==> src/sv/pfe_pkg.sv <==
package pfe_pkg;

	localparam int STACK_DEPTH = 64;
	localparam int PTR_W = $clog2(STACK_DEPTH);
	localparam int CNT_W = $clog2(STACK_DEPTH + 1);

	localparam logic [7:0] SYM_END  = 8'h23;
	localparam logic [7:0] SYM_ZERO = 8'h30;
	localparam logic [7:0] SYM_NINE = 8'h39;
	localparam logic [7:0] SYM_ADD  = 8'h2B;
	localparam logic [7:0] SYM_SUB  = 8'h2D;
	localparam logic [7:0] SYM_MUL  = 8'h2A;
	localparam logic [7:0] SYM_DIV  = 8'h2F;

	typedef enum logic [2:0] {
		OP_PUSH,
		OP_ADD,
		OP_SUB,
		OP_MUL,
		OP_DIV,
		OP_MOD,
		OP_END
	} op_t;

	localparam logic [1:0] ERR_NONE      = 2'd0;
	localparam logic [1:0] ERR_OVERFLOW  = 2'd1;
	localparam logic [1:0] ERR_UNDERFLOW = 2'd2;
	localparam logic [1:0] ERR_DIVZERO   = 2'd3;

	typedef struct packed {
		op_t        op;
		logic [3:0] digit;
	} cmd_t;

	localparam int QDEPTH = 2;

endpackage

==> src/sv/postfix_expression_evaluator.sv <==
// Postfix expression evaluator.
// The in channel (valid, stall, symbol) takes one ASCII character per
// transfer. Digits push 0..9; '+', '-', '*', '/' and any other non-'#'
// character (modulo) pop two values and push the result. On '#' one
// result leaves on the out channel (out_valid, out_stall, value, status).
// A two-entry queue decouples the decoder from the execution unit.
// Digits, '#', operators with fewer than two operands and anything after
// an error are handled in the idle state alone; '+', '-', '*' and a zero
// divisor pass through the wait, read and execute states (the first
// operand is read from the stack memory through its registered read
// port); '/' and modulo then run the one-bit-per-cycle restoring divider.
// The result of '#' appears the cycle after the execution unit takes it.
// While out_stall holds a result, the execution unit takes no new command
// and the queue fills, after which stall rises on the input.
// Reset empties the queue and the stack, clears the error and drops
// out_valid. The stack memory is not cleared.
module postfix_expression_evaluator (
	input  logic        clk,
	input  logic        arst_n,
	input  logic        valid,
	output logic        stall,
	input  logic [7:0]  symbol,
	output logic        out_valid,
	input  logic        out_stall,
	output logic signed [31:0] value,
	output logic [1:0]  status
);
	import pfe_pkg::*;

	logic  cmd_valid, cmd_take;
	cmd_t  cmd;
	logic [31:0] val_u;

	pfe_front u_front (
		.clk(clk), .arst_n(arst_n), .valid(valid), .stall(stall),
		.symbol(symbol), .cmd_valid(cmd_valid), .cmd_take(cmd_take), .cmd(cmd)
	);

	pfe_back u_back (
		.clk(clk), .arst_n(arst_n), .cmd_valid(cmd_valid), .cmd_take(cmd_take),
		.cmd(cmd), .out_valid(out_valid), .out_stall(out_stall),
		.value(val_u), .status(status)
	);

	assign value = signed'(val_u);
endmodule

==> src/sv/pfe_front.sv <==
module pfe_front (
	input  logic          clk,
	input  logic          arst_n,
	input  logic          valid,
	output logic          stall,
	input  logic [7:0]    symbol,
	output logic          cmd_valid,
	input  logic          cmd_take,
	output pfe_pkg::cmd_t cmd
);
	import pfe_pkg::*;

	cmd_t       q_mem [QDEPTH];
	logic       wr_q, rd_q;
	logic [1:0] cnt_q;
	cmd_t       dec;
	logic       push, pop;

	always_comb begin
		dec.digit = 4'd0;
		if (symbol >= SYM_ZERO && symbol <= SYM_NINE) begin
			dec.op = OP_PUSH;
			dec.digit = 4'(symbol - SYM_ZERO);
		end else begin
			case (symbol)
				SYM_END: dec.op = OP_END;
				SYM_ADD: dec.op = OP_ADD;
				SYM_SUB: dec.op = OP_SUB;
				SYM_MUL: dec.op = OP_MUL;
				SYM_DIV: dec.op = OP_DIV;
				default: dec.op = OP_MOD;
			endcase
		end
	end

	assign stall     = (cnt_q == 2'(QDEPTH));
	assign push      = valid && !stall;
	assign cmd_valid = (cnt_q != 2'd0);
	assign pop       = cmd_valid && cmd_take;
	assign cmd       = q_mem[rd_q];

	always_ff @(posedge clk) begin
		if (push) q_mem[wr_q] <= dec;
	end

	always_ff @(posedge clk or negedge arst_n) begin
		if (!arst_n) begin
			wr_q <= 1'b0;
			rd_q <= 1'b0;
			cnt_q <= 2'd0;
		end else begin
			if (push) wr_q <= !wr_q;
			if (pop) rd_q <= !rd_q;
			cnt_q <= cnt_q + 2'(push) - 2'(pop);
		end
	end

	assert property (@(posedge clk) disable iff (!arst_n) cnt_q <= 2'(QDEPTH))
		else $error("queue count out of range");
	assert property (@(posedge clk) disable iff (!arst_n)
		push && !pop |=> cnt_q == $past(cnt_q) + 2'd1)
		else $error("queue count missed a write");
	assert property (@(posedge clk) disable iff (!arst_n)
		cnt_q == 2'd0 |-> !pop)
		else $error("read from empty queue");
endmodule

==> src/sv/pfe_div.sv <==
module pfe_div (
	input  logic        clk,
	input  logic        arst_n,
	input  logic        start,
	input  logic [31:0] a,
	input  logic [31:0] b,
	output logic        done,
	output logic [31:0] quo,
	output logic [31:0] rem
);
	logic        busy_q;
	logic [5:0]  n_q;
	logic [31:0] q_q, r_q, d_q;
	logic        nq_q, nr_q;
	logic [32:0] trial;
	logic [31:0] r_sh;

	assign r_sh  = {r_q[30:0], q_q[31]};
	assign trial = {1'b0, r_sh} - {1'b0, d_q};
	assign quo   = nq_q ? -q_q : q_q;
	assign rem   = nr_q ? -r_q : r_q;

	always_ff @(posedge clk) begin
		if (start) begin
			q_q  <= a[31] ? -a : a;
			d_q  <= b[31] ? -b : b;
			r_q  <= 32'd0;
			nq_q <= a[31] ^ b[31];
			nr_q <= a[31];
		end else if (busy_q) begin
			if (!trial[32]) begin
				r_q <= trial[31:0];
				q_q <= {q_q[30:0], 1'b1};
			end else begin
				r_q <= r_sh;
				q_q <= {q_q[30:0], 1'b0};
			end
		end
	end

	always_ff @(posedge clk or negedge arst_n) begin
		if (!arst_n) begin
			busy_q <= 1'b0;
			n_q <= 6'd0;
			done <= 1'b0;
		end else begin
			done <= 1'b0;
			if (start) begin
				busy_q <= 1'b1;
				n_q <= 6'd0;
			end else if (busy_q) begin
				n_q <= n_q + 6'd1;
				if (n_q == 6'd31) begin
					busy_q <= 1'b0;
					done <= 1'b1;
				end
			end
		end
	end

	assert property (@(posedge clk) disable iff (!arst_n) done |-> !busy_q)
		else $error("divider done while busy");
	assert property (@(posedge clk) disable iff (!arst_n) start |=> busy_q)
		else $error("divider did not start");
	assert property (@(posedge clk) disable iff (!arst_n) busy_q |-> !start)
		else $error("divider restarted while busy");
endmodule

==> src/sv/pfe_back.sv <==
module pfe_back (
	input  logic          clk,
	input  logic          arst_n,
	input  logic          cmd_valid,
	output logic          cmd_take,
	input  pfe_pkg::cmd_t cmd,
	output logic          out_valid,
	input  logic          out_stall,
	output logic [31:0]   value,
	output logic [1:0]    status
);
	import pfe_pkg::*;

	typedef enum logic [4:0] {
		ST_IDLE = 5'b00001,
		ST_RD   = 5'b00010,
		ST_EXEC = 5'b00100,
		ST_DIV  = 5'b01000,
		ST_WAIT = 5'b10000
	} state_t;

	state_t           state_q;
	logic [31:0]      mem [STACK_DEPTH];
	logic [CNT_W-1:0] cnt_q;
	logic [1:0]       err_q;
	cmd_t             cur_q;
	logic [31:0]      a_q, b_q, res;
	logic [31:0]      rd_data;
	logic [PTR_W-1:0] rd_addr;
	logic             wr_en;
	logic [PTR_W-1:0] wr_addr;
	logic [31:0]      wr_data;
	logic             div_start, div_done;
	logic [31:0]      quo, rem;
	logic             rd_b_q;
	logic [31:0]      prod;

	// Top of stack is cached in b_q; the entry below is read from memory.
	assign cmd_take = (state_q == ST_IDLE) && cmd_valid && !(out_valid && out_stall);
	assign prod = a_q * b_q;
	assign rd_addr = PTR_W'(cnt_q - CNT_W'(2));

	always_ff @(posedge clk) begin
		if (wr_en) mem[wr_addr] <= wr_data;
		rd_data <= mem[rd_addr];
	end

	pfe_div u_div (
		.clk(clk), .arst_n(arst_n), .start(div_start), .a(a_q), .b(b_q),
		.done(div_done), .quo(quo), .rem(rem)
	);

	always_comb begin
		case (cur_q.op)
			OP_ADD:  res = a_q + b_q;
			OP_SUB:  res = a_q - b_q;
			OP_MUL:  res = prod;
			OP_DIV:  res = quo;
			default: res = rem;
		endcase
	end

	always_comb begin
		wr_en = 1'b0;
		wr_addr = PTR_W'(cnt_q);
		wr_data = 32'(cmd.digit);
		div_start = 1'b0;
		if (cmd_take && cmd.op == OP_PUSH && err_q == ERR_NONE &&
		    cnt_q < CNT_W'(STACK_DEPTH))
			wr_en = 1'b1;
		if ((state_q == ST_EXEC && cur_q.op != OP_DIV && cur_q.op != OP_MOD) ||
		    (state_q == ST_DIV && div_done)) begin
			wr_en = 1'b1;
			wr_addr = PTR_W'(cnt_q - CNT_W'(2));
			wr_data = res;
		end
		if (state_q == ST_EXEC && (cur_q.op == OP_DIV || cur_q.op == OP_MOD) &&
		    b_q != 32'd0)
			div_start = 1'b1;
	end

	always_ff @(posedge clk) begin
		if (cmd_take) cur_q <= cmd;
		if (state_q == ST_RD) a_q <= rd_data;
		if (cmd_take && cmd.op == OP_PUSH) b_q <= 32'(cmd.digit);
		if (wr_en && state_q != ST_IDLE) b_q <= res;
		if (cmd_take && cmd.op == OP_END)
			value <= (err_q == ERR_NONE && cnt_q != '0) ? b_q : 32'd0;
		if (cmd_take && cmd.op == OP_END) status <= err_q;
	end

	always_ff @(posedge clk or negedge arst_n) begin
		if (!arst_n) begin
			state_q <= ST_IDLE;
			cnt_q <= '0;
			err_q <= ERR_NONE;
			out_valid <= 1'b0;
			rd_b_q <= 1'b0;
		end else begin
			out_valid <= (cmd_take && cmd.op == OP_END) || (out_valid && out_stall);
			rd_b_q <= cmd_take && cmd.op != OP_END && cmd.op != OP_PUSH &&
				err_q == ERR_NONE && cnt_q >= CNT_W'(2);
			case (state_q)
				ST_IDLE: begin
					if (cmd_take) begin
						if (cmd.op == OP_END) begin
							cnt_q <= '0;
							err_q <= ERR_NONE;
						end else if (err_q != ERR_NONE) begin
						end else if (cmd.op == OP_PUSH) begin
							if (cnt_q < CNT_W'(STACK_DEPTH)) cnt_q <= cnt_q + CNT_W'(1);
							else err_q <= ERR_OVERFLOW;
						end else if (cnt_q < CNT_W'(2)) begin
							err_q <= ERR_UNDERFLOW;
						end else begin
							state_q <= ST_WAIT;
						end
					end
				end
				ST_WAIT: state_q <= ST_RD;
				ST_RD: state_q <= ST_EXEC;
				ST_EXEC: begin
					if (cur_q.op == OP_DIV || cur_q.op == OP_MOD) begin
						if (b_q == 32'd0) begin
							err_q <= ERR_DIVZERO;
							state_q <= ST_IDLE;
						end else state_q <= ST_DIV;
					end else begin
						cnt_q <= cnt_q - CNT_W'(1);
						state_q <= ST_IDLE;
					end
				end
				ST_DIV: begin
					if (div_done) begin
						cnt_q <= cnt_q - CNT_W'(1);
						state_q <= ST_IDLE;
					end
				end
				default: state_q <= ST_IDLE;
			endcase
		end
	end

	assert property (@(posedge clk) disable iff (!arst_n) cnt_q <= CNT_W'(STACK_DEPTH))
		else $error("stack count beyond depth");
	assert property (@(posedge clk) disable iff (!arst_n) state_q == ST_DIV |-> err_q == ERR_NONE)
		else $error("divide running after an error");
	assert property (@(posedge clk) disable iff (!arst_n) rd_b_q |-> state_q == ST_WAIT)
		else $error("operator did not start");
	assert property (@(posedge clk) disable iff (!arst_n)
		state_q != ST_IDLE |-> cnt_q >= CNT_W'(2))
		else $error("operator with short stack");
endmodule

==> config.mk <==
export PLATFORM = sky130hd
export DESIGN_NAME = postfix_expression_evaluator
export DESIGN_NICKNAME = d
export VERILOG_FILES = /design/src/sv/pfe_pkg.sv /design/src/sv/postfix_expression_evaluator.sv /design/src/sv/pfe_front.sv /design/src/sv/pfe_div.sv /design/src/sv/pfe_back.sv
export SDC_FILE = /design/constraint.sdc
export NUM_CORES = 2
export LEC_CHECK = 0
export BUFFER_PORTS_ARGS = -buffer_cell sky130_fd_sc_hd__buf_2
export CORE_MARGIN = 8
export CORE_UTILIZATION = 40
export DETAILED_ROUTE_END_ITERATION = 10
export REMOVE_ABC_BUFFERS = 1
export SLEW_MARGIN = 20
export SYNTH_ARGS = -nofsm -noshare
export SYNTH_HDL_FRONTEND = slang
export SYNTH_SLANG_ARGS = --single-unit
==> constraint.sdc <==
create_clock -name clk -period 12.45 [get_ports clk]
set_input_delay 1.245 -clock clk [delete_from_list [all_inputs] [get_ports clk]]
set_output_delay 1.245 -clock clk [all_outputs]
set_load 0.05 [all_outputs]
---- Word level (Yosys, flattened, before mapping) ----
Memory sizes are Yosys's and may differ from the RTL's. A register that Yosys moved wholly into a read port is not among the register bits.
Index checks and enable logic that the tools add are counted.
word-level totals
  register bits after elaboration ......... 226
  memories ................................ 2
  output and inout bits ................... 36
  bits in writable memories ............... 2,062
  word-level logic and storage cells ...... 173
  bits of input ports ..................... 12
memories
  name           depth  width  read ports  clocked after Yosys merged registers in  write ports  line             RTL
  u_back.mem     64     32     1           1                                        1            pfe_back.sv:23   logic [31:0] mem [STACK_DEPTH];
  u_front.q_mem  2      7      1           0                                        1            pfe_front.sv:13  cmd_t q_mem [QDEPTH];
operators by class
  reductions and logical operators ........ 38
  mux-type cells .......................... 57
  add/sub/neg operators ................... 14
  equal/unequal tests ..................... 35
  order comparisons ....................... 4
  multipliers ............................. 1
  bitwise operators ....................... 1
operators by type and width
  kind                  number
  $mux W32              9
  $neg A32 Y32          4
  $pmux W32 S4          1
  $mux W7               7
  $eq A8 B6 Y1 const B  5
  $sub A32 B32 Y33      1
  $add A32 B32 Y32      1
  $logic_not A32 Y1     1
  $mul A32 B32 Y32      1
  $reduce_bool A32 Y1   1
  $sub A32 B32 Y32      1
  $mux W31              1
  $mux W5               6
  $pmux W5 S5           1
  $pmux W7 S3           1
  $mux W6               3
  $logic_and A1 B1 Y1   17
  $mux W2               8
  $ne A2 B2 Y1 const B  8
  $ne A3 B3 Y1 const B  5
  $pmux W3 S5           1
  $mux W1               14
  $reduce_and A7 Y1     2
  $mux W4               3
  35 further kinds      48

---- Depth between registers and ports, before layout ----
  word-level depth ........................ 10
  gate-level depth with buffers ........... 28
  mapped depth without buffers ............ 26

---- Cells and area by module ----
From an unflattened synthesis, not the netlist that was laid out.
unflattened totals
  cells, all modules ...................... 6,799
  area, all modules ....................... 111,729.7 um^2
by module, submodules not included
  module     area each (um^2)  sequential area each (um^2)  times used  cells each
  pfe_back   102,500.8         65,549.1                     1           5,770
  pfe_div    8,383.0           2,822.7                      1           968
  pfe_front  845.8             520.5                        1           61

---- Least setup slack after synthesis ----
Ideal clock, no wire load.
  path type ............................... reg2reg
  start ................................... reg u_back.b_q[6]
  end ..................................... mem u_back.mem[0][31], data pin
  path buffers ............................ 2
  data required time ...................... 11.897 ns
  setup time .............................. 0.553 ns
  arrival time ............................ 8.861 ns
  path slack .............................. 3.036 ns
  stages on the path, launching flop included .. 27
  period minus slack after synthesis ...... 9.414 ns
  cells stage by stage .................... edfxtp_1 -> clkbuf_1 -> clkbuf_1 -> and2_1 -> fa_1 -> fa_1 -> fa_1 -> inv_1 -> fa_1 -> inv_1 -> fa_1 -> inv_1 -> fa_1 -> inv_1 -> fa_1 -> fa_1 -> ha_1 -> a211oi_1 -> o21bai_1 -> a2111o_1 -> a2111o_1 -> nand2_1 -> o21ai_0 -> a31oi_1 -> xnor2_1 -> a222oi_1 -> o22ai_1
between the ends
  longest elaborated chain between the ends .. 3
  elaborated cells between the ends (all ways) .. 5
  classes of those cells .................. add/sub: 2; mul: 1; mux: 2
ends and longest elaborated chain
  item                                      line            RTL
  from (decl)                               pfe_back.sv:27  logic [31:0] a_q, b_q, res;
  from (signal assigned)                    pfe_back.sv:85  if (cmd_take && cmd.op == OP_PUSH) b_q <= 32'(cmd.digit);
  from (signal assigned)                    pfe_back.sv:86  if (wr_en && state_q != ST_IDLE) b_q <= res;
  $mul A32 B32 Y32 (tied with other cells)  pfe_back.sv:40  assign prod = a_q * b_q;
  $pmux W32 S4 (*)                          pfe_back.sv:54  case (cur_q.op)
  $mux W32 (*)                              pfe_back.sv:71  if ((state_q == ST_EXEC && cur_q.op != OP_DIV && cur_q.op != OP_MOD) ||
  net u_back.wr_data[31]                    pfe_back.sv:32  logic [31:0] wr_data;
  to (decl)                                 pfe_back.sv:23
Mark *: on every way through the listed nets, which the timed path passes. The rest lies on a longest branch.

---- Worst setup path after layout ----
  start ................................... reg u_back.a_q[13]
  end ..................................... mem u_back.mem[9][31], data pin
between the ends
  longest elaborated chain between the ends .. 3
  elaborated cells between the ends (all ways) .. 5
  classes of those cells .................. add/sub: 2; mul: 1; mux: 2
ends and longest elaborated chain
  item                                      line            RTL
  from (decl)                               pfe_back.sv:27
  from (signal assigned)                    pfe_back.sv:84  if (state_q == ST_RD) a_q <= rd_data;
  $mul A32 B32 Y32 (tied with other cells)  pfe_back.sv:40
  $pmux W32 S4 (*)                          pfe_back.sv:54
  $mux W32 (*)                              pfe_back.sv:71
  net u_back.wr_data[31]                    pfe_back.sv:32
Marked as above.

==> key figures <==
Drt
  • Final ANT Viol Nets: 0
  • Vias per cell: 5.68
  • First-pass DRT Iterations: 6
  • Initial DRC Count: 6139
  • Via count: 60300
  • DRC viols: 0
  • DR WL/cell: 28.5 µm
  • WL final: 302000 µm

Logic synthesis
  • Yosys Warn Count: 0
  • Main synth FF type: edfxtp_1
  • Cell variety after synth: 86
  • Top-area cell type share of the netlist area: 60.5%
  • Area leader, netlist: edfxtp_1
  • Number of enable flip-flop cells after synthesis: 2229
  • Most common cell in the netlist: edfxtp_1
  • Sequential share of the synthesized area: 62.3%
  • Cells after synthesis: 6589
  • Post-Syn Area: 111000 µm²
  • Number of synthesized register bits: 2320
  • Synth top area cells: edfxtp_1, mux4_2, fa_1
  • Synthesized area per cell: 16.8 µm²
  • Synth cell count leaders: edfxtp_1, mux4_2, inv_1
  • Synth async-reset ratio: 1.16%

Clocking
  • Clock sink count: 2320
  • CTS tree: built
  • H-tree depth: 4
  • Post-CTS setup buffer count: 0
  • CTS clock-pin slew for the worst setup and hold paths: 0.07 ns
  • Post-CTS Hold Buffers: 0
  • Worst-skew pair later-pin latency: 0.94 ns
  • Count of cells resized by post-cts repair: 0
  • Max clock buf depth: 4
  • TritonCTS buffer count: 246
  • Root Driver: clkbuf_16

Setup path
  • Req. time, crit path: 12.93 ns
  • CP arrival: 9.96 ns
  • Buf/Inv on CP: 5
  • Startpoint types: register
  • CP peak stage delay: 1.10 ns
  • Crit. End Element: register
  • Family with the most delay on the worst path: adder cells
  • WP depth: 25
  • Slowest-stage cell, CP: edfxtp_1
  • Worst R2R Path Depth: 25
  • Most used cell, CP: fa_1
  • Critical path peak fanout: 64
  • Kind of critical path: register to register

Placed design
  • PortBufs: 47
  • Dpl cell area: 117000 µm²
  • HPWL after DPL: 180000 µm
  • Placer Congestion: 0.882

GRT
  • Largest net degree at the start of global routing: 128
  • Global route overflow: 0
  • GRT Overall Usage: 20.3%
  • Vias in the first global route: 62200
  • First-pass GRT wire length: 439000 µm
  • Initial antenna violation count: 15

Finish
  • Nets: 7336
  • Share of cells above drive strength 1: 20.5%
  • Area grow syn2layout: 12.8%
  • Final instance area: 125000 µm²
  • FILL cells: 23800

STA
  • Min cycle time layout: 9.49 ns
  • Final Hold Viols: 0
  • Final setup viols: 0
  • Worst rel slew slack: 20.1%
  • Max Clock Freq: 105 MHz
  • Clk_skew: 0.160 ns
  • Measured slew at the worst slew-check pin: 1.20 ns
  • Final TNS setup: 0 ns
  • RSZ-0062 raised after global routing: false
  • Slew Limit Fails: 0
  • Final period util: 76.2%

Floorplanning
  • IO Count: 48
  • Core Rows: 193
  • Initial Util: 40.1%
  • Die ar.: 294000 µm²
  • Core Area: 276000 µm²
  • Die Span Y: 542 µm
  • Die Wd: 542 µm

Pwr
  • Clock Power Share: 23.3%
  • Pleak: 0.0458 µW
  • Pwr dens: 252 nW/µm²
  • Gate power share: 48.2%
  • Sw power: 12700 µW
  • Sw frac: 40.3%
  • Maximum vdd drop: 820 µV
  • Sequential power share: 28.5%
  • Internal Dissipation: 18800 µW

Hold path
  • Min-delay worst type: register to register
  • Worst Hold Depth: 0

Status
  • Status: finished, final reports clean

Run
  • Max_cap viols: 0
[area by class of cell]
class	instances	area (µm²)	area share (%)
inverter	457	1720	1.37
antenna	4	10.0	0.00802
tap	3705	4640	3.71
clock buffer	303	6460	5.18
multi-input combinational	3441	39600	31.7
clock inverter	142	1550	1.24
timing repair buffer	248	1970	1.58
sequential	2320	68900	55.2
[stage by stage]
stage	hold slack, ns	worst slack [ns]	util, %	total power, µW	cells
floorplan	0.386	-18.54	-	19500	6218
detailed placement	0.390	3.22	42.3	24200	10200
finish	0.360	2.96	45.3	31500	10600
global placement	0.389	3.35	42.3	24100	10200
global route	0.371	2.68	45.3	32900	10600
CTS	0.357	3.07	45.2	31600	10600
[worst paths after layout]
check                                    end  slack (ns)          startpoint
min                           u_back.a_q[14]        0.36  u_back.rd_data[14]
max in group asynchronous    u_back.cnt_q[1]       11.50              arst_n
max reg2reg                u_back.mem[9][31]        2.96      u_back.a_q[13]
max                        u_back.mem[9][31]        2.96      u_back.a_q[13]
min in group asynchronous  u_back.u_div.done        0.40              arst_n
min reg2reg                   u_back.a_q[14]        0.36  u_back.rd_data[14]
[cells by family after synthesis]
group / Yosys count / share of synthesized area (%)
adders and majority gates: 610 / 9.68
muxes: 694 / 13.7
buffers and inverters: 828 / 2.84
xor gates and xnor gates: 301 / 2.38
and+or+nand+nor: 1199 / 5.39
AOI/OAI and AO/OA: 637 / 3.73
DFF: 2320 / 62.3
[worst register-to-register path, cell delays in order (launching register included)]
cell      delay [ns]
edfxtp_1        1.10
and2_1          0.29
fa_1            0.42
fa_1            0.49
fa_1            0.51
inv_1           0.05
fa_1            0.48
inv_1           0.05
fa_1            0.50
inv_1           0.06
fa_1            0.54
inv_1           0.05
fa_1            0.49
fa_1            0.42
ha_1            0.38
a211oi_1        0.38
o21bai_1        0.15
a2111o_1        0.43
a2111o_1        0.36
nand2_1         0.14
o21ai_0         0.15
a31oi_1         0.24
xnor2_1         0.10
a222oi_1        0.74
o22ai_4         0.11
buf_4           0.30
[cell usage in the layout (no fill, tap or decap), drive strengths merged, types with 34 or more instances in the layout]
master,n
mux4,658
and2,355
buf,248
ha,200
mux2i,34
fa,410
xor2,138
a21oi,138
edfxtp,2229
xnor2,163
nand2,422
dfxtp,64
o21ai,177
inv,467
clkbuf,303
a21o,38
clkinv,95
nor2,203
o31ai,49
[power by group through the flow]
stage | Sequential [µW] | Combinational [µW] | Clock [µW]
floorplan | 9540 | 9930 | 0
global placement | 9150 | 15000 | 0
detailed placement | 9150 | 15000 | 0
CTS | 8990 | 15100 | 7490
global route | 9000 | 16100 | 7780
finish | 8990 | 15200 | 7340
[registers in the layout, summed over array words and instances, names as in the netlist, 14 cells and up]
register,cells
u_back.u_div.r_q,32
u_back.mem,2048
u_back.b_q,32
u_front.q_mem,14
u_back.u_div.d_q,32
u_back.u_div.q_q,32
u_back.value,32
u_back.rd_data,32
u_back.a_q,32
[layer usage]
metal	vias up	global-route usage (%)	wire, µm	share of wire [%]
li1	25200	-	-	-
met1	32300	26.7	121000	40
met2	2288	34.7	152000	50
met3	531	3.26	20100	6.7
met4	4	5.96	9680	3.2
met5	-	0	26	0.0086
Power figures use the tool's default switching activity.
